[src/design/debounced_event_counter_7seg_top_assert.svh]
// Assertion macros for the debounced event counter top level.
`ifndef DEBOUNCED_EVENT_COUNTER_7SEG_TOP_ASSERT_SVH
`define DEBOUNCED_EVENT_COUNTER_7SEG_TOP_ASSERT_SVH

// Same-cycle implication, disabled during reset.
`define DEC7S_ASSERT_NOW(label, clk, rst, ante, cons, msg) \
   label: assert property (@(posedge clk) disable iff (rst) (ante) |-> (cons)) \
      else $error(msg);

// Next-cycle implication, disabled during reset.
`define DEC7S_ASSERT_NEXT(label, clk, rst, ante, cons, msg) \
   label: assert property (@(posedge clk) disable iff (rst) (ante) |=> (cons)) \
      else $error(msg);

`endif

[src/design/dec7s_pkg.sv]
// Shared types, constants and the segment decode for the event counter.
package dec7s_pkg;

   localparam int NUM_DIGITS_DEF = 4;
   localparam int CFG_W          = 8;
   localparam int COUNT_W        = 14;
   localparam int SEL_W          = 4;
   localparam int SEG_W          = 7;
   localparam int BCD_W          = 4;
   localparam int QUEUE_DEPTH    = 2;
   localparam int COUNT_MASK     = (1 << COUNT_W) - 1;

   localparam logic [CFG_W-1:0] QUALIFY_RESET = 8'd10;
   localparam logic [CFG_W-1:0] DIGIT_RESET   = 8'd2;

   typedef enum logic [0:0] {
      CSR_QUALIFY_TICKS = 1'b0,
      CSR_DIGIT_TICKS   = 1'b1
   } csr_index_type;

   typedef struct packed {
      logic hit;
   } tick_word_type;

   typedef struct packed {
      logic          valid;
      tick_word_type word;
   } push_type;

   typedef struct packed {
      logic full;
      logic nonempty;
   } queue_status_type;

   // Binary value of an all-nines counter, kept to the count width.
   function automatic logic [COUNT_W-1:0] count_reset(input int digits);
      int v;
      v = 0;
      for (int i = 0; i < digits; i++) begin
         v = ((v * 10) + 9) & COUNT_MASK;
      end
      return COUNT_W'(v);
   endfunction

   function automatic logic [SEG_W-1:0] seg_pattern(input logic [BCD_W-1:0] digit);
      logic [SEG_W-1:0] pattern;
      case (digit)
         4'd0:    pattern = 7'b0111111;
         4'd1:    pattern = 7'b0001100;
         4'd2:    pattern = 7'b1101011;
         4'd3:    pattern = 7'b1101110;
         4'd4:    pattern = 7'b1011100;
         4'd5:    pattern = 7'b1110110;
         4'd6:    pattern = 7'b1110111;
         4'd7:    pattern = 7'b0101100;
         4'd8:    pattern = 7'b1111111;
         4'd9:    pattern = 7'b1111110;
         default: pattern = 7'b0000000;
      endcase
      return pattern;
   endfunction

endpackage

[src/design/debounced_event_counter_7seg_top.sv]
// Debounced event counter with a multiplexed 7-segment display output.
// The req channel takes one word per millisecond tick holding the sampled,
// active-low input level. The rsp channel gives one word per tick: one-hot
// digit select, that digit's segment pattern, the counter in binary and a
// flag set on the tick a qualified low pulse bumped the counter.
// A low pulse counts once it has stayed low for qualify_ticks ticks; the
// display moves to the next digit every digit_ticks ticks, in the order
// hundreds, tens, units, thousands for four digits.
// The csr port writes qualify_ticks (index 0) and digit_ticks (index 1); the
// user writes them only while no tick word is in flight, unenforced here.
// Throughput is one word per cycle while rsp_ready keeps the queue from
// filling. A result word passes from the qualifier into the queue, and the
// counter then loads it from the queue into the output register.
// A two-entry queue sits between them; when rsp_ready is
// low the queue fills and req_ready drops after two further words.
// Reset clears the qualifier to idle with the last level high, sets the
// counter to all nines (the first counted pulse shows zero), the display to
// position zero and the registers to 10 and 2.
`include "debounced_event_counter_7seg_top_assert.svh"

module debounced_event_counter_7seg_top #(
   parameter int NUM_DIGITS = dec7s_pkg::NUM_DIGITS_DEF
) (
   input  logic                             clock,
   input  logic                             reset,
   input  logic                             req_valid,
   output logic                             req_ready,
   input  logic                             req_pin_level,
   output logic                             rsp_valid,
   input  logic                             rsp_ready,
   output logic [dec7s_pkg::SEL_W-1:0]      rsp_digit_select,
   output logic [dec7s_pkg::SEG_W-1:0]      rsp_segments,
   output logic [dec7s_pkg::COUNT_W-1:0]    rsp_count_value,
   output logic                             rsp_counted,
   input  logic                             csr_we,
   input  logic [0:0]                       csr_index,
   input  logic [dec7s_pkg::CFG_W-1:0]      csr_wdata
);

   logic [dec7s_pkg::CFG_W-1:0]  qualify_ticks_ff;
   logic [dec7s_pkg::CFG_W-1:0]  digit_ticks_ff;
   dec7s_pkg::push_type          push;
   dec7s_pkg::queue_status_type  q_status;
   dec7s_pkg::tick_word_type     head;
   logic                         pop;

   always_ff @(posedge clock) begin
      if (reset) begin
         qualify_ticks_ff <= dec7s_pkg::QUALIFY_RESET;
         digit_ticks_ff   <= dec7s_pkg::DIGIT_RESET;
      end else if (csr_we) begin
         unique case (csr_index)
            dec7s_pkg::CSR_QUALIFY_TICKS: qualify_ticks_ff <= csr_wdata;
            dec7s_pkg::CSR_DIGIT_TICKS:   digit_ticks_ff   <= csr_wdata;
            default: ;
         endcase
      end
   end

   dec7s_front u_front (
      .clock         (clock),
      .reset         (reset),
      .req_valid     (req_valid),
      .req_ready     (req_ready),
      .req_pin_level (req_pin_level),
      .qualify_ticks (qualify_ticks_ff),
      .q_status      (q_status),
      .push          (push)
   );

   dec7s_queue u_queue (
      .clock    (clock),
      .reset    (reset),
      .push     (push),
      .pop      (pop),
      .q_status (q_status),
      .head     (head)
   );

   dec7s_back #(
      .NUM_DIGITS (NUM_DIGITS)
   ) u_back (
      .clock            (clock),
      .reset            (reset),
      .q_status         (q_status),
      .head             (head),
      .pop              (pop),
      .digit_ticks      (digit_ticks_ff),
      .rsp_valid        (rsp_valid),
      .rsp_ready        (rsp_ready),
      .rsp_digit_select (rsp_digit_select),
      .rsp_segments     (rsp_segments),
      .rsp_count_value  (rsp_count_value),
      .rsp_counted      (rsp_counted)
   );

   // an accepted word must be waiting in the queue on the next cycle
   `DEC7S_ASSERT_NEXT(a_accept_queued, clock, reset, req_valid && req_ready, q_status.nonempty, "accepted word missing from queue")

   // a new result only comes from a queued word
   `DEC7S_ASSERT_NOW(a_rsp_from_queue, clock, reset, $rose(rsp_valid), $past(q_status.nonempty), "result raised without a queued word")

   // at most one digit lit
   `DEC7S_ASSERT_NOW(a_select_onehot, clock, reset, rsp_valid, $onehot0(rsp_digit_select), "more than one digit selected")

endmodule

[src/design/dec7s_front.sv]
// Front end: accepts tick words and qualifies low pulses into count hits.
module dec7s_front (
   input  logic                           clock,
   input  logic                           reset,
   input  logic                           req_valid,
   output logic                           req_ready,
   input  logic                           req_pin_level,
   input  logic [dec7s_pkg::CFG_W-1:0]    qualify_ticks,
   input  dec7s_pkg::queue_status_type    q_status,
   output dec7s_pkg::push_type            push
);

   typedef enum logic [1:0] {
      PH_IDLE = 2'd0,
      PH_QUAL = 2'd1,
      PH_DONE = 2'd2
   } phase_type;

   phase_type  phase_ff;
   phase_type  phase_in;
   phase_type  phase_mid;
   logic       last_level_ff;
   logic [7:0] low_ticks_ff;
   logic [7:0] low_ticks_in;
   logic       accept;
   logic       hit;

   assign req_ready = !q_status.full;
   assign accept    = req_valid && req_ready;

   always_comb begin
      phase_mid    = phase_ff;
      low_ticks_in = low_ticks_ff;
      if (!req_pin_level && last_level_ff) begin
         phase_mid    = PH_QUAL;
         low_ticks_in = 8'd1;
      end else if (!req_pin_level) begin
         unique case (phase_ff)
            PH_QUAL: begin
               // saturate the low-time count
               if (low_ticks_ff != 8'hFF) begin
                  low_ticks_in = low_ticks_ff + 8'd1;
               end
            end
            PH_DONE: phase_mid = PH_DONE;
            default: phase_mid = PH_IDLE;
         endcase
      end else begin
         phase_mid = PH_IDLE;
      end
      hit      = (phase_mid == PH_QUAL) && (low_ticks_in >= qualify_ticks);
      phase_in = hit ? PH_DONE : phase_mid;
   end

   assign push.valid    = accept;
   assign push.word.hit = hit;

   always_ff @(posedge clock) begin
      if (reset) begin
         phase_ff      <= PH_IDLE;
         last_level_ff <= 1'b1;
         low_ticks_ff  <= 8'd0;
      end else if (accept) begin
         phase_ff      <= phase_in;
         last_level_ff <= req_pin_level;
         low_ticks_ff  <= low_ticks_in;
      end
   end

endmodule

[src/design/dec7s_queue.sv]
// Short word queue between the qualifier and the counter/display back end.
module dec7s_queue (
   input  logic                        clock,
   input  logic                        reset,
   input  dec7s_pkg::push_type         push,
   input  logic                        pop,
   output dec7s_pkg::queue_status_type q_status,
   output dec7s_pkg::tick_word_type    head
);

   localparam int DEPTH = dec7s_pkg::QUEUE_DEPTH;
   localparam int PTR_W = (DEPTH > 1) ? $clog2(DEPTH) : 1;
   localparam int CNT_W = $clog2(DEPTH + 1);

   dec7s_pkg::tick_word_type slot_ff [DEPTH];
   logic [PTR_W-1:0] wr_ptr_ff;
   logic [PTR_W-1:0] rd_ptr_ff;
   logic [CNT_W-1:0] fill_ff;

   function automatic logic [PTR_W-1:0] ptr_next(input logic [PTR_W-1:0] ptr);
      return (ptr == PTR_W'(DEPTH - 1)) ? '0 : ptr + PTR_W'(1);
   endfunction

   assign q_status.full     = (fill_ff == CNT_W'(DEPTH));
   assign q_status.nonempty = (fill_ff != '0);
   assign head              = slot_ff[rd_ptr_ff];

   always_ff @(posedge clock) begin
      if (push.valid) begin
         slot_ff[wr_ptr_ff] <= push.word;
      end
   end

   always_ff @(posedge clock) begin
      if (reset) begin
         wr_ptr_ff <= '0;
         rd_ptr_ff <= '0;
         fill_ff   <= '0;
      end else begin
         if (push.valid) begin
            wr_ptr_ff <= ptr_next(wr_ptr_ff);
         end
         if (pop) begin
            rd_ptr_ff <= ptr_next(rd_ptr_ff);
         end
         if (push.valid && !pop) begin
            fill_ff <= fill_ff + CNT_W'(1);
         end else if (pop && !push.valid) begin
            fill_ff <= fill_ff - CNT_W'(1);
         end
      end
   end

endmodule

[src/design/dec7s_back.sv]
// Back end: BCD counter, binary count, display mux and the result register.
module dec7s_back #(
   parameter int NUM_DIGITS = dec7s_pkg::NUM_DIGITS_DEF
) (
   input  logic                             clock,
   input  logic                             reset,
   input  dec7s_pkg::queue_status_type      q_status,
   input  dec7s_pkg::tick_word_type         head,
   output logic                             pop,
   input  logic [dec7s_pkg::CFG_W-1:0]      digit_ticks,
   output logic                             rsp_valid,
   input  logic                             rsp_ready,
   output logic [dec7s_pkg::SEL_W-1:0]      rsp_digit_select,
   output logic [dec7s_pkg::SEG_W-1:0]      rsp_segments,
   output logic [dec7s_pkg::COUNT_W-1:0]    rsp_count_value,
   output logic                             rsp_counted
);

   localparam int POS_W   = (NUM_DIGITS > 1) ? $clog2(NUM_DIGITS) : 1;
   localparam int BCD_W   = dec7s_pkg::BCD_W;
   localparam int COUNT_W = dec7s_pkg::COUNT_W;
   localparam int SEL_W   = dec7s_pkg::SEL_W;
   localparam int CFG_W   = dec7s_pkg::CFG_W;
   localparam logic [COUNT_W-1:0] COUNT_INIT = dec7s_pkg::count_reset(NUM_DIGITS);

   logic [BCD_W-1:0]   digits_ff  [NUM_DIGITS];
   logic [BCD_W-1:0]   digits_inc [NUM_DIGITS];
   logic [BCD_W-1:0]   digits_in  [NUM_DIGITS];
   logic [COUNT_W-1:0] count_ff;
   logic [COUNT_W-1:0] count_in;
   logic [POS_W-1:0]   pos_ff;
   logic [POS_W-1:0]   pos_in;
   logic [POS_W-1:0]   shown_idx;
   logic [CFG_W-1:0]   mux_ticks_ff;
   logic [CFG_W-1:0]   mux_ticks_in;
   logic [CFG_W:0]     ticks_sum;
   logic               advance;
   logic               carry;
   logic               bump;
   logic [SEL_W-1:0]   select_in;

   logic                             rsp_valid_ff;
   logic [SEL_W-1:0]                 rsp_digit_select_ff;
   logic [dec7s_pkg::SEG_W-1:0]      rsp_segments_ff;
   logic [COUNT_W-1:0]               rsp_count_value_ff;
   logic                             rsp_counted_ff;

   assign pop  = q_status.nonempty && (!rsp_valid_ff || rsp_ready);
   assign bump = pop && head.hit;

   // ripple the BCD carry from the units digit up
   always_comb begin
      carry = 1'b1;
      for (int i = 0; i < NUM_DIGITS; i++) begin
         digits_inc[i] = digits_ff[i];
         if (carry) begin
            if (digits_ff[i] >= 4'd9) begin
               digits_inc[i] = '0;
            end else begin
               digits_inc[i] = digits_ff[i] + 4'd1;
               carry         = 1'b0;
            end
         end
      end
      for (int i = 0; i < NUM_DIGITS; i++) begin
         digits_in[i] = bump ? digits_inc[i] : digits_ff[i];
      end
      // all nines wrap to zero, otherwise the binary count tracks the BCD one
      if (!bump) begin
         count_in = count_ff;
      end else if (carry) begin
         count_in = '0;
      end else begin
         count_in = count_ff + COUNT_W'(1);
      end
   end

   // last position shows the top digit, the rest count down from the next one
   always_comb begin
      if (pos_ff == POS_W'(NUM_DIGITS - 1)) begin
         shown_idx = POS_W'(NUM_DIGITS - 1);
      end else begin
         shown_idx = POS_W'(NUM_DIGITS - 2) - pos_ff;
      end
      for (int i = 0; i < SEL_W; i++) begin
         select_in[i] = (i < NUM_DIGITS) && (pos_ff == POS_W'(i));
      end
   end

   always_comb begin
      ticks_sum    = {1'b0, mux_ticks_ff} + (CFG_W + 1)'(1);
      advance      = (ticks_sum >= {1'b0, digit_ticks});
      mux_ticks_in = advance ? '0 : ticks_sum[CFG_W-1:0];
      if (!advance) begin
         pos_in = pos_ff;
      end else if (pos_ff == POS_W'(NUM_DIGITS - 1)) begin
         pos_in = '0;
      end else begin
         pos_in = pos_ff + POS_W'(1);
      end
   end

   always_ff @(posedge clock) begin
      if (reset) begin
         for (int i = 0; i < NUM_DIGITS; i++) begin
            digits_ff[i] <= 4'd9;
         end
         count_ff     <= COUNT_INIT;
         pos_ff       <= '0;
         mux_ticks_ff <= '0;
         rsp_valid_ff <= 1'b0;
      end else if (pop) begin
         digits_ff    <= digits_in;
         count_ff     <= count_in;
         pos_ff       <= pos_in;
         mux_ticks_ff <= mux_ticks_in;
         rsp_valid_ff <= 1'b1;
      end else if (rsp_ready) begin
         rsp_valid_ff <= 1'b0;
      end
   end

   always_ff @(posedge clock) begin
      if (pop) begin
         rsp_digit_select_ff <= select_in;
         rsp_segments_ff     <= dec7s_pkg::seg_pattern(digits_in[shown_idx]);
         rsp_count_value_ff  <= count_in;
         rsp_counted_ff      <= head.hit;
      end
   end

   assign rsp_valid        = rsp_valid_ff;
   assign rsp_digit_select = rsp_digit_select_ff;
   assign rsp_segments     = rsp_segments_ff;
   assign rsp_count_value  = rsp_count_value_ff;
   assign rsp_counted      = rsp_counted_ff;

endmodule

[config.mk]
export PLATFORM = sky130hd
export DESIGN_NAME = debounced_event_counter_7seg_top
export DESIGN_NICKNAME = d
export VERILOG_FILES = /design/src/design/dec7s_pkg.sv /design/src/design/debounced_event_counter_7seg_top.sv /design/src/design/dec7s_front.sv /design/src/design/dec7s_queue.sv /design/src/design/dec7s_back.sv
export VERILOG_INCLUDE_DIRS = /design/src /design/src/design
export SDC_FILE = /design/constraint.sdc
export NUM_CORES = 1
export LEC_CHECK = 0
export BUFFER_PORTS_ARGS = -buffer_cell sky130_fd_sc_hd__buf_2
export CORE_MARGIN = 1.5
export CORE_UTILIZATION = 62
export CTS_BUF_LIST = sky130_fd_sc_hd__clkbuf_4 sky130_fd_sc_hd__clkbuf_8 sky130_fd_sc_hd__clkbuf_16
export CTS_CLUSTER_DIAMETER = 30
export CTS_CLUSTER_SIZE = 28
export DETAILED_ROUTE_END_ITERATION = 8
export GPL_TIMING_DRIVEN = 1
export PLACE_DENSITY = 0.93
export SETUP_SLACK_MARGIN = 0.05
export SYNTH_ARGS = -nofsm -noshare
export SYNTH_HDL_FRONTEND = slang
export SYNTH_SLANG_ARGS = --single-unit
[constraint.sdc]
create_clock -name clock -period 5.1 [get_ports clock]
set_input_delay 0.255 -clock clock [delete_from_list [all_inputs] [get_ports clock]]
set_output_delay 0.255 -clock clock [all_outputs]
set_load 0.1 [all_outputs]
## After elaboration in Yosys (flattened, before gate mapping)

Memory sizes are Yosys's and may differ from the RTL's. A register that Yosys moved wholly into a read port is not among the register bits.
Index checks and enable logic that the tools add are counted.

| cells by class | value |
|---|---|
| $add $sub $neg | 13 |
| order comparisons | 7 |
| equality and inequality tests | 8 |
| muxes and demuxes | 44 |
| bitwise operators | 2 |
| reductions and logical operators | 20 |

Operators by type and width:

| cell | count |
|---|---|
| $mux W4 | 13 |
| $mux W8 | 5 |
| $mux W14 | 2 |
| $add A4 B1 Y4 const B | 4 |
| $ge A4 B4 Y1 const B | 4 |
| $mux W1 | 15 |
| $add A14 B1 Y14 const B | 1 |
| $mux W2 | 7 |
| $add A8 B1 Y9 const B | 1 |
| $ge A9 B8 Y1 | 1 |
| $add A8 B1 Y8 const B | 1 |
| $bmux W4 S2 | 1 |
| $eq A2 B2 Y1 const B | 4 |
| $ge A8 B8 Y1 | 1 |
| $ne A8 B8 Y1 const B | 1 |
| $logic_and A1 B1 Y1 | 7 |
| $eq A2 B1 Y1 const B | 3 |
| $reduce_and A2 Y1 | 3 |
| $reduce_bool A2 Y1 | 3 |
| $logic_not A1 Y1 | 5 |
| $add A2 B1 Y2 const B | 2 |
| $pmux W2 S2 | 1 |
| $ge A3 B3 Y1 const B | 1 |
| $not A2 Y3 | 1 |
| other kinds (6) | 7 |

| storage, ports and cells | value |
|---|---|
| bits in registers | 91 |
| RAM bits | 2 |
| bits in read-only memories | 112 |
| bits of input ports | 15 |
| output and inout port bits | 28 |
| logic and storage cells | 115 |
| memories kept | 2 |

Memories:

| memory | depth | width | rd ports | clocked after Yosys merged registers in | wr ports | line | source |
|---|---|---|---|---|---|---|---|
| (no name shown) | 16 | 7 | 1 | 1 | 0 | dec7s_pkg.sv:47 | `case (digit)` |
| u_queue.slot_ff | 2 | 1 | 1 | 1 | 1 | dec7s_queue.sv:15 | `dec7s_pkg::tick_word_type slot_ff [DEPTH];` |

## Depth between registers and ports, before layout

Gate-level depths: netlist of the first run.

| logic depth | value |
|---|---|
| depth in word-level cells | 9 |
| depth in mapped cells | 15 |
| depth with buffers taken out | 15 |

## Hierarchy

From an unflattened synthesis of the first run, not the netlist that was laid out.

| second synthesis, totals | value |
|---|---|
| cell total of the unflattened synthesis | 603 |
| area total of the unflattened synthesis | 5601.6 um^2 |

By module, submodules not included:

| module | times used | cells each | area an instance (um^2) | seq. area each (um^2) |
|---|---|---|---|---|
| dec7s_back | 1 | 391 | 3736.1 | 1601.5 |
| dec7s_front | 1 | 122 | 907.1 | 220.2 |
| debounced_event_counter_7seg_top | 1 | 65 | 676.9 | 320.3 |
| dec7s_queue | 1 | 25 | 281.5 | 160.2 |

## Least setup slack after synthesis of the first run

No wires, ideal clock.

| timing path | value |
|---|---|
| path kind | register -> register |
| start point | register u_back.rsp_valid_ff (netlist: u_back.rsp_valid) |
| end point | register u_back.rsp_segments_ff, in the netlist u_back.rsp_segments[1], data pin |
| library setup time | 260 ps |
| arrival time | 3064 ps |
| data required time | 4840 ps |
| slack | 1776 ps |
| stages on the path, launching flop included | 13 |
| buffers on the path | 2 |
| clock period less this slack | 3324 ps |
| cells stage by stage | dfxtp_1 nor2b_1 or3_1 buf_2 or3_1 buf_2 mux2i_1 o221ai_1 ha_1 inv_1 mux2i_1 or2_1 o21ai_0 |

| on the way | value |
|---|---|
| word-level cells in the longest chain between the ends | 8 |
| elaborated cells between the ends (all ways) | 11 |
| classes of those cells | mux (7); reduce/logical (4) |

Ends and longest elaborated chain:

| item | line | source |
|---|---|---|
| start, declared | dec7s_back.sv:42 | `logic rsp_valid_ff;` |
| start signal, assigned | dec7s_back.sv:111 | `rsp_valid_ff <= 1'b0;` |
| start signal, assigned | dec7s_back.sv:117 | `rsp_valid_ff <= 1'b1;` |
| start signal, assigned | dec7s_back.sv:119 | `rsp_valid_ff <= 1'b0;` |
| $logic_not A1 Y1 * | dec7s_back.sv:48 | `assign pop = q_status.nonempty && (!rsp_valid_ff \|\| rsp_ready);` |
| $logic_or A1 B1 Y1 * | dec7s_back.sv:48 |  |
| $logic_and A1 B1 Y1 * | dec7s_back.sv:48 |  |
| $logic_and A1 B1 Y1 | dec7s_back.sv:49 | `assign bump = pop && head.hit;` |
| $mux W4 | dec7s_back.sv:66 | `digits_in[i] = bump ? digits_inc[i] : digits_ff[i];` |
| $bmux W4 S2 | dec7s_back.sv:126 | `rsp_segments_ff <= dec7s_pkg::seg_pattern(digits_in[shown_idx]);` |
| $mux W4 (not written as such) (2 in series) | dec7s_back.sv:126 |  |
| end, declared | dec7s_back.sv:44 | `logic [dec7s_pkg::SEG_W-1:0] rsp_segments_ff;` |

Every way passes the cells marked *; elsewhere a longest branch is shown, timed or not. The select of a mux whose other input is x is not followed.
A chain may end at the register's enable or synchronous reset.

## Worst setup path in the final report of the first run

| timing path | value |
|---|---|
| start point | register u_back.digits_ff[12] (netlist name) |
| end point | register u_back.rsp_segments_ff, in the netlist u_back.rsp_segments[2], data pin |

| on the way | value |
|---|---|
| word-level cells in the longest chain between the ends | 9 |
| elaborated cells between the ends (all ways) | 16 |
| classes of those cells | add/sub (1); order compare (1); mux (14) |

Ends and longest elaborated chain:

| item | line | source |
|---|---|---|
| start, declared | dec7s_back.sv:26 | `logic [BCD_W-1:0] digits_ff [NUM_DIGITS];` |
| start signal, assigned | dec7s_back.sv:113 | `digits_ff <= digits_in;` |
| $ge A4 B4 Y1 | dec7s_back.sv:57 | `if (digits_ff[i] >= 4'd9) begin` |
| $mux W1 | dec7s_back.sv:57 |  |
| $mux W1 (2 in series) | dec7s_back.sv:56 | `if (carry) begin` |
| $mux W4 | dec7s_back.sv:56 |  |
| $mux W4 | dec7s_back.sv:66 |  |
| $bmux W4 S2 * | dec7s_back.sv:126 |  |
| $mux W4 (not written as such) * (2 in series) | dec7s_back.sv:126 |  |

Marked as above.

==> results.py, run 1 <==
metrics = {
    "status": {
        "status": "finished clean",
    },
    "clock_tree": {
        "cts-hold-fix-buffers": 0,
        "path_clk_slew_ns": 0.10,
        "postCtsSetupBuffers": 0,
        "clockBufferDepth": 2,
        "insertion_delay_ns": 0.37,
        "cts_root_buf": "clkbuf_8",
        "cts_resized": 0,
        "h-tree-depth": 3,
        "cts_tree": "yes",
        "cts_sinks": 101,
        "numCtsBuffers": 9,
    },
    "final_layout": {
        "layout.nets": 667,
        "fin_area_um2": 5700,
        "instances_no_fill": 720,
        "drive_gt1_frac": 0.120,
        "diodes": 0,
        "areaGrowthSynthToFinish_pct": 9.46,
    },
    "critical_path": {
        "required_ns": 5.21,
        "cp-start-kind": "flop",
        "worstSetupStartpoint": "u_back.digits_ff[12]$_SDFFE_PP1P_",
        "critPathKind": "reg2reg",
        "path_max_fanout": 8,
        "worstPathArrival_ns": 3.56,
        "r2r_slack_ns": 1.66,
        "cp-end-kind": "flop",
        "r2r_start": "u_back.digits_ff[12]$_SDFFE_PP1P_",
    },
    "drt": {
        "num_vias": 4193,
        "vias_per_cell": 5.82,
        "drt-pass1-iter-count": 5,
        "drc": 0,
        "wl_per_cell_um": 14.7,
        "drt-total-wl_um": 10600,
        "drt_iter0_drc": 242,
        "route.antenna.remaining_nets": 0,
    },
    "floorplan": {
        "dieHeight_um": 94.7,
        "dieArea_um2": 8960,
        "rows": 33,
        "coreArea_um2": 8180,
        "dieWidth_um": 94.7,
        "start_util": 0.637,
        "pin_count": 43,
    },
    "sta": {
        "rsz0062_at_grt": "false",
        "worst_slack_ns": 1.66,
        "final-setup-viol-count": 0,
        "min_period_ns": 3.44,
        "fmaxAchievable_ghz": 0.290,
        "finalHoldViolations": 0,
        "tns_ns": 0,
        "clock_skew_ns": 0.00855,
        "period_share": 0.675,
        "slew_viol_final": 0,
        "timing.slew.headroom": 0.401,
        "tightest_slew_ns": 0.898,
    },
    "min_path": {
        "hold_class": "in2reg",
        "min_from": "csr_wdata[0]",
    },
    "grt": {
        "grt_pass1_wl_um": 17400,
        "grt_overflow": 0,
        "grt_max_degree": 50,
        "antenna_found_initial": 0,
        "grt_pass1_vias": 3967,
        "grtUsageTotal": 0.245,
    },
    "synth": {
        "syn_area_um2": 5210,
        "yosysWarnings": 0,
        "synth.most_common_cell": "dfxtp_1",
        "synth_edf_count": 28,
        "post_synth_num_cell_types": 59,
        "netlist.area_leader.share": 0.281,
        "ys_top_cells_by_area": "dfxtp_1 (28%), edfxtp_1 (16%), ha_1 (10%), nand2_1 (5.0%), a21oi_1 (4.0%)",
        "syn_inst": 577,
        "async_flop_share": 0,
        "synth_top_cell_by_area": "dfxtp_1",
        "synth.avg_cell_area_um2": 9.03,
        "synth_nets": 634,
        "seq_area_frac_synth": 0.442,
        "synthFlopType": "dfxtp_1",
        "synth_commonest_cells": "dfxtp_1 (73), nand2_1 (70), nor2_1 (52)",
        "ys_ff_latch": 101,
    },
    "power_and_ir_drop": {
        "power_density_nw_per_um2": 598,
        "cellLeakagePower_nw": 2.34,
        "finalPower_mw": 3.41,
        "peakVddDrop_mv": 0.247,
    },
    "placement": {
        "dp_hpwl_um": 7410,
        "finalWeightedCongestion": 0.887,
        "placed_area_um2": 5470,
        "port_buffers": 42,
        "dp_slack_ns": 1.72,
        "place_inst": 704,
    },
    "job": {
        "cap_violations": 0,
    },
}
routing by layer:
| metal | part of all wire | GRT usage | vias to the layer above | wire (um) |
|---|---|---|---|---|
| li1 | - | - | 2064 | - |
| met1 | 0.42 | 0.285 | 1954 | 4430 |
| met2 | 0.51 | 0.436 | 146 | 5350 |
| met3 | 0.051 | 0.0459 | 29 | 539 |
| met4 | 0.024 | 0.109 | 0 | 255 |
| met5 | 0 | 0 | - | 0 |
placed cells by master, fill, tap and decap left out, types with 3 or more instances in the layout:
cell      Yosys  routed
dfxtp_1      73      73
nand2_1      70      70
nor2_1       52      52
a21oi_1      42      42
ha_1         42      42
buf_2         2      42
inv_1        41      41
edfxtp_1     28      28
o21ai_0      25      25
nand3_1      23      23
xor2_1       17      17
nor3_1       15      15
xnor2_1      11      11
mux2i_1      11      11
nand4_1      10      10
clkbuf_8      0       9
nand2b_1      8       8
nor2b_1       6       6
and3_1        6       6
and2_1        6       6
o31ai_1       5       5
nand3b_1      5       5
or3_1         4       4
or2_2         4       4
a21o_1        4       4
a211oi_1      3       3
a31oi_1       3       3
o41ai_1       3       3
critical path: stages, from the launching register on:
cell and delay (ns):
dfxtp_1 0.42, inv_1 0.10, ha_1 0.21, or3b_1 0.22
and2_0 0.33, nand2_1 0.20, o311ai_0 0.49, o221ai_1 0.45
inv_1 0.26, ha_1 0.19, inv_1 0.04, o21ai_0 0.17
o31ai_1 0.10
cells by family (layout without fill, tap and decap cells):
kind of cell             after synthesis  count (layout)  share of synthesized area
multiplexers                          15              15                     0.0341
XOR/XNOR                              28              28                     0.0471
AND/OR/NAND/NOR                      222             222                      0.204
adder cells (fa/ha/maj)               42              42                      0.101
flip-flops                           101             101                      0.442
buffers and inverters                 64             102                     0.0480
AO/OA/AOI/OAI                        105             105                      0.123
flip-flops by register name, summed over array words and instances (netlist names), 7 cells and up, named ones only:
name                    count
u_back.digits_ff           16
digit_ticks_ff              8
u_back.rsp_count_value     14
u_front.low_ticks_ff        8
u_back.mux_ticks_ff         8
qualify_ticks_ff            8
u_back.count_ff            14
u_back.rsp_segments         7
final cells by class:
type | instances | area, um2
multi-input combinational | 412 | 2660
fill | 627 | 2470
sequential | 101 | 2300
timing repair buffer | 44 | 225
inverter | 42 | 158
tap | 105 | 131
clock buffer | 9 | 124
clock inverter | 7 | 105
report_power, final:
part	switching [mW]	total, mW	leakage [nW]	internal, mW
Combinational	1.27	1.66	1.38	0.390
Clock	0.291	0.575	0.112	0.284
Sequential	0.101	1.17	0.850	1.07
final timing paths:
kind                                      endpoint  depth (start not counted)
setup / recovery  u_back.rsp_segments[2]$_DFFE_PP_                         12
hold / removal    qualify_ticks_ff[0]$_SDFFE_PP0P_                          3
setup reg to reg  u_back.rsp_segments[2]$_DFFE_PP_                         12
hold reg to reg     digit_ticks_ff[4]$_SDFFE_PP0P_                          2
through the flow:
stage / hold WS (ns) / util
finish: 0.125 / 0.697
global route: 0.131 / 0.697
CTS: 0.118 / 0.697
detailed placement: 0.450 / 0.669
global placement: 0.446 / 0.669
floorplan: 0.359 / -
Power figures use the tool's default switching activity.
==> inputs of run 2 (changes only) <==
--- a/config.mk
+++ b/config.mk
@@ -8,13 +8,13 @@
 export LEC_CHECK = 0
 export BUFFER_PORTS_ARGS = -buffer_cell sky130_fd_sc_hd__buf_2
 export CORE_MARGIN = 1.5
-export CORE_UTILIZATION = 62
+export CORE_UTILIZATION = 54
 export CTS_BUF_LIST = sky130_fd_sc_hd__clkbuf_4 sky130_fd_sc_hd__clkbuf_8 sky130_fd_sc_hd__clkbuf_16
 export CTS_CLUSTER_DIAMETER = 30
 export CTS_CLUSTER_SIZE = 28
 export DETAILED_ROUTE_END_ITERATION = 8
 export GPL_TIMING_DRIVEN = 1
-export PLACE_DENSITY = 0.93
+export PLACE_DENSITY = 0.87
 export SETUP_SLACK_MARGIN = 0.05
 export SYNTH_ARGS = -nofsm -noshare
 export SYNTH_HDL_FRONTEND = slang
==> constraint.sdc (replaced) <==
create_clock -name clock -period 2.75 [get_ports clock]
set_input_delay 0.1375 -clock clock [delete_from_list [all_inputs] [get_ports clock]]
set_output_delay 0.1375 -clock clock [all_outputs]
set_load 0.1 [all_outputs]
==> run 2 against run 1 <==
The run now ends with negative setup slack left. Global-route usage decreased by 0.36 points. First-iteration DRC count is 33% higher. Maximum frequency rose by 19%. Clock power is 52% higher. Flip-flop and latch count unchanged. Die area is 14% higher. Register-to-register slack worse by 1.8 ns. Critical path type unchanged. Largest cell class unchanged.
==> results.py, run 2 (synthesis gave the netlist of run 1 again) <==
metrics = {
    "status": {
        "status": "finished, violations left",
        "violations": "negative setup slack",
    },
    "floorplan": {
        "dieWidth_um": 101,
        "pin_count": 43,
        "dieArea_um2": 10200,
        "coreArea_um2": 9280,
        "dieHeight_um": 101,
        "rows": 35,
        "start_util": 0.561,
    },
    "power_and_ir_drop": {
        "finalPower_mw": 7.08,
        "peakVddDrop_mv": 0.837,
        "intPower_mw": 3.69,
        "p_seq_frac": 0.308,
        "cellLeakagePower_nw": 2.76,
        "power.switching_mw": 3.39,
        "switching_share": 0.479,
        "p_clk_frac": 0.123,
        "power_density_nw_per_um2": 1060,
        "pwr-share-comb": 0.569,
    },
    "critical_path": {
        "slowest_stage": "mux4_2",
        "cp-end-kind": "flop",
        "required_ns": 2.89,
        "path_max_fanout": 3,
        "cpMostUsedCell": "inv_2",
        "critPathTopFamily": "simple AND/OR/NAND/NOR gates",
        "crit_path_cell_trace": "inv_2 -> ha_2 -> or3b_4 -> nand4_1 -> buf_4 -> nand4b_1 -> nor2_1 -> a21oi_2 -> mux4_2 -> inv_2 -> ha_4 -> inv_2 -> mux2i_1 -> or2_1 -> o21ai_1",
        "r2r_slack_ns": -0.15,
        "r2r_end": "u_back.rsp_segments[5]$_DFFE_PP_",
        "critPathMaxStageDelay_ns": 0.52,
        "worstPathArrival_ns": 3.04,
        "timing.critical_path.buf_inv": 4,
        "critPathKind": "reg2reg",
        "worstRegToRegCells": 15,
        "r2r_start": "u_back.digits_ff[4]$_SDFFE_PP1P_",
        "cp-start-kind": "flop",
    },
    "clock_tree": {
        "clockBufferDepth": 2,
        "h-tree-depth": 3,
        "numCtsBuffers": 9,
        "cts-hold-fix-buffers": 0,
        "cts_sinks": 101,
        "insertion_delay_ns": 0.38,
        "cts_root_buf": "clkbuf_8",
        "path_clk_slew_ns": 0.11,
        "cts_tree": "yes",
    },
    "placement": {
        "dp_hpwl_um": 8360,
        "port_buffers": 42,
        "finalWeightedCongestion": 0.954,
        "dp_slack_ns": -0.239,
        "place_inst": 790,
        "placed_area_um2": 6040,
    },
    "min_path": {
        "hold_class": "in2reg",
        "min_from": "csr_wdata[0]",
        "min_to": "qualify_ticks_ff[0]$_SDFFE_PP0P_",
        "whs_path_depth": 3,
    },
    "sta": {
        "finalHoldViolations": 0,
        "tns_ns": -0.578,
        "final-setup-viol-count": 6,
        "min_period_ns": 2.90,
        "slew_viol_final": 0,
        "period_share": 1.06,
        "fmaxAchievable_ghz": 0.344,
        "clock_skew_ns": 0.0180,
        "timing.slew.headroom": 0.446,
        "tightest_slew_ns": 0.831,
        "holdWs_ns": 0.0138,
        "worst_slack_ns": -0.153,
        "rsz0062_at_grt": "true",
    },
    "grt": {
        "grt_pass1_vias": 4473,
        "grt_max_degree": 49,
        "antenna_found_initial": 0,
        "grt_pass1_wl_um": 19400,
        "grt_overflow": 0,
        "grtUsageTotal": 0.242,
    },
    "final_layout": {
        "areaGrowthSynthToFinish_pct": 27.7,
        "final_common_cell": "buf_4",
        "fin_area_um2": 6650,
        "regMostFlops": "u_back.digits_ff",
        "final_cell_mix": "buf_4 (77), nand2_1 (67), dfxtp_1 (60), nor2_1 (49), buf_2 (42)",
        "n_fill_cell": 678,
        "utilization": 0.716,
        "largest_reg_flops": 16,
        "drive_gt1_frac": 0.314,
        "diodes": 0,
        "instances_no_fill": 823,
        "layout.nets": 746,
    },
    "job": {
        "cap_violations": 0,
    },
    "drt": {
        "drt-pass1-iter-count": 5,
        "drc": 0,
        "drt-total-wl_um": 12500,
        "wl_per_cell_um": 15.1,
        "num_vias": 4657,
        "route.antenna.remaining_nets": 0,
        "vias_per_cell": 5.66,
        "drt_iter0_drc": 323,
    },
}
==> run 2: layout make-up <==
cell class | instances | area, um2 | area share
Multi-Input combinational cell | 412 | 2980 | 0.448
Sequential cell | 101 | 2330 | 0.350
Timing Repair Buffer | 123 | 842 | 0.127
Inverter | 42 | 163 | 0.0245
Tap cell | 129 | 161 | 0.0243
Clock buffer | 9 | 124 | 0.0186
Clock inverter | 7 | 57.6 | 0.00865
==> run 2: power by group through the flow <==
stage	sequential, mW	combinational [mW]	clock [mW]
5_1_grt	2.21	4.29	0.964
6_report	2.18	4.03	0.873
2_1_floorplan	3.38	1.47	0
3_3_place_gp	2.17	3.50	0
3_5_place_dp	2.19	3.62	0
4_1_cts	2.17	3.85	0.894
==> run 2: routing by layer <==
metal,GRT usage,routed length [um]
met1,0.265,4920
met2,0.447,6360
met3,0.0531,784
met4,0.107,403
met5,0,0
==> run 2: worst max-delay path by stage <==
stage,depth (start not counted),end,start
2_1_floorplan,12,u_back.rsp_segments[5]$_DFFE_PP_,u_back.rsp_valid$_SDFFE_PP0P_
3_3_place_gp,13,u_back.rsp_segments[5]$_DFFE_PP_,u_back.digits_ff[5]$_SDFFE_PP0P_
3_5_place_dp,14,u_back.rsp_segments[5]$_DFFE_PP_,u_back.digits_ff[12]$_SDFFE_PP1P_
4_1_cts,12,u_back.rsp_segments[5]$_DFFE_PP_,u_back.digits_ff[12]$_SDFFE_PP1P_
5_1_grt,12,u_back.rsp_segments[5]$_DFFE_PP_,u_back.digits_ff[12]$_SDFFE_PP1P_
6_report,15,u_back.rsp_segments[5]$_DFFE_PP_,u_back.digits_ff[4]$_SDFFE_PP1P_
==> run 2: what timing repair did <==
action	4_1_cts	5_1_grt
hold endpoints to repair	0	0
resized for setup	47	34
pin swaps	11	24
endpoints found under the setup margin	16	19
buffers inserted	11	7
==> run 2: worst min-delay path: stages <==
cell,delay [ns]
buf_2,0.11
nand2_1,0.05
a21oi_1,0.05
==> inputs of run 3 (changes only) <==
--- a/config.mk
+++ b/config.mk
@@ -6,15 +6,15 @@
 export SDC_FILE = /design/constraint.sdc
 export NUM_CORES = 1
 export LEC_CHECK = 0
-export BUFFER_PORTS_ARGS = -buffer_cell sky130_fd_sc_hd__buf_2
 export CORE_MARGIN = 1.5
-export CORE_UTILIZATION = 54
-export CTS_BUF_LIST = sky130_fd_sc_hd__clkbuf_4 sky130_fd_sc_hd__clkbuf_8 sky130_fd_sc_hd__clkbuf_16
+export CORE_UTILIZATION = 60
+export CTS_BUF_LIST = sky130_fd_sc_hd__clkbuf_4 sky130_fd_sc_hd__clkbuf_8
 export CTS_CLUSTER_DIAMETER = 30
 export CTS_CLUSTER_SIZE = 28
 export DETAILED_ROUTE_END_ITERATION = 8
+export DONT_BUFFER_PORTS = 1
 export GPL_TIMING_DRIVEN = 1
-export PLACE_DENSITY = 0.87
+export PLACE_DENSITY = 0.9
 export SETUP_SLACK_MARGIN = 0.05
 export SYNTH_ARGS = -nofsm -noshare
 export SYNTH_HDL_FRONTEND = slang
==> run 3 against run 2 <==
The flow still finishes with violations (negative setup slack). Flip-flop and latch count did not move. Maximum frequency decreased by 2.6%. Worst hold slack better by 0.011 ns. Final area up 1.9%. Total power increased by 6.9%. Via count rose by 8.7%. Critical path depth is 2 lower. Utilization grew 10 points. Critical path type unchanged. Setup slack worse by 0.079 ns. Die area fell by 9.7%. Largest power group is now sequential cells. First-iteration DRC count increased by 59%. Routed wire length increased by 33%.
==> results.py, run 3 (synthesis gave the netlist of run 1 again) <==
metrics = {
    "sta": {
        "finalHoldViolations": 0,
        "clock_skew_ns": 0.0163,
        "tightest_slew_ns": 0.960,
        "final-setup-viol-count": 10,
        "fmaxAchievable_ghz": 0.335,
        "timing.slew.headroom": 0.360,
        "tns_ns": -1.53,
        "worst_slack_ns": -0.232,
        "slew_viol_final": 0,
        "min_period_ns": 2.98,
        "period_share": 1.08,
        "rsz0062_at_grt": "true",
    },
    "floorplan": {
        "rows": 33,
        "dieWidth_um": 96.2,
        "coreArea_um2": 8300,
        "pin_count": 43,
        "start_util": 0.628,
        "dieArea_um2": 9250,
        "dieHeight_um": 96.2,
    },
    "placement": {
        "port_buffers": 0,
        "dp_slack_ns": -0.204,
        "dp_hpwl_um": 8610,
        "finalWeightedCongestion": 0.890,
    },
    "grt": {
        "grt_overflow": 0,
        "grt_max_degree": 48,
        "grt_pass1_vias": 4938,
        "grt_pass1_wl_um": 23300,
        "antenna_found_initial": 0,
        "grtUsageTotal": 0.331,
    },
    "drt": {
        "num_vias": 5064,
        "wl_per_cell_um": 21.1,
        "drt-pass1-iter-count": 6,
        "drt-total-wl_um": 16600,
        "drt_iter0_drc": 515,
        "vias_per_cell": 6.47,
        "drc": 0,
        "route.antenna.remaining_nets": 0,
    },
    "critical_path": {
        "cp-end-kind": "flop",
        "path_max_fanout": 5,
        "cp-start-kind": "flop",
        "required_ns": 2.88,
        "critPathKind": "reg2reg",
        "worstPathArrival_ns": 3.11,
    },
    "power_and_ir_drop": {
        "p_seq_frac": 0.447,
        "p_clk_frac": 0.131,
        "switching_share": 0.490,
        "cellLeakagePower_nw": 2.75,
        "peakVddDrop_mv": 0.438,
        "intPower_mw": 3.86,
        "pwr-share-comb": 0.422,
        "power.switching_mw": 3.71,
        "power_density_nw_per_um2": 1120,
    },
    "clock_tree": {
        "cts_tree": "yes",
        "path_clk_slew_ns": 0.11,
        "clockBufferDepth": 2,
        "cts_sinks": 101,
        "h-tree-depth": 3,
        "insertion_delay_ns": 0.39,
        "numCtsBuffers": 9,
        "cts_root_buf": "clkbuf_8",
    },
    "final_layout": {
        "final_cell_mix": "buf_4 (87), nand2_1 (65), dfxtp_1 (60), nor2_1 (50), a21oi_1 (35)",
        "areaGrowthSynthToFinish_pct": 30.1,
        "layout.nets": 730,
        "diodes": 0,
        "largest_reg_flops": 16,
        "drive_gt1_frac": 0.302,
        "regMostFlops": "u_back.digits_ff",
        "n_fill_cell": 421,
        "final_common_cell": "buf_4",
    },
    "status": {
        "status": "finished, violations left",
        "violations": "negative setup slack",
    },
    "job": {
        "cap_violations": 0,
    },
    "min_path": {
        "hold_class": "in2reg",
    },
}
## run 3: path summary, 6_finish.rpt
path / from / slack [ns] / to / cells past startpoint
max reg2reg: u_back.digits_ff[4]$_SDFFE_PP1P_ / -0.23 / u_back.rsp_segments[3]$_DFFE_PP_ / 13
max: u_back.digits_ff[4]$_SDFFE_PP1P_ / -0.23 / u_back.rsp_segments[3]$_DFFE_PP_ / 13
min: req_valid / 0.02 / u_queue.slot_ff[1]$_DFFE_PP_ / 1
min reg2reg: qualify_ticks_ff[2]$_SDFFE_PP0P_ / 0.47 / qualify_ticks_ff[2]$_SDFFE_PP0P_ / 2
## run 3: power by group through the flow
stage / Combinational (mW) / Clock, mW / Sequential [mW]
after floorplan: 1.47 / 0 / 3.38
after global placement: 2.15 / 0 / 3.34
after detailed placement: 2.28 / 0 / 3.37
after CTS: 2.70 / 0.966 / 3.35
after global routing: 3.38 / 1.04 / 3.42
final: 3.19 / 0.988 / 3.39
## run 3: what timing repair did
item | CTS | global route
hold endpoints to repair | 51 | 0
gates resized for setup | 46 | 54
pin swaps | 21 | 30
setup endpoints to repair | 16 | 18
buffers inserted | 15 | 14
hold buffers | 16 | 0
## run 3: worst max-delay path, stage by stage (launching register included)
cell and delay, ns:
dfxtp_2 0.35, inv_1 0.06, ha_2 0.18, or3b_4 0.25, nand4_1 0.14, buf_4 0.18, or3_4 0.43, mux2i_2 0.30
o221ai_4 0.21, buf_4 0.20, ha_4 0.26, inv_2 0.04, nand2_1 0.07, a21oi_1 0.07
## run 3: final cells by class
cell class	count	area, um2	share of cell area
multi-input cells	412	3100	0.457
flip-flops and latches	101	2320	0.343
repair buffers	107	868	0.128
inverters	42	158	0.0233
clock buffers	10	131	0.0194
well taps	105	131	0.0194
clock inverters	6	70.1	0.0103
## run 3: stage by stage
stage               cell area, um2  power (mW)  hold WS (ns)   util  instances
floorplan                     5290        4.85         0.242      -        577
global placement              5800        5.49         0.201  0.699        724
detailed placement            5800        5.65         0.204  0.699        724
CTS                           6460        7.02        0.0262  0.778        769
global route                  6780        7.84        0.0177  0.817        783
finish                        6780        7.57        0.0247  0.817        783
## run 3: per-layer routing
layer / GRT usage / vias up / share of wire
met5: 0 / - / 0
met4: 0.181 / 0 / 0.058
met3: 0.0742 / 93 / 0.081
met2: 0.611 / 353 / 0.52
met1: 0.345 / 2426 / 0.34
li1: - / 2192 / -
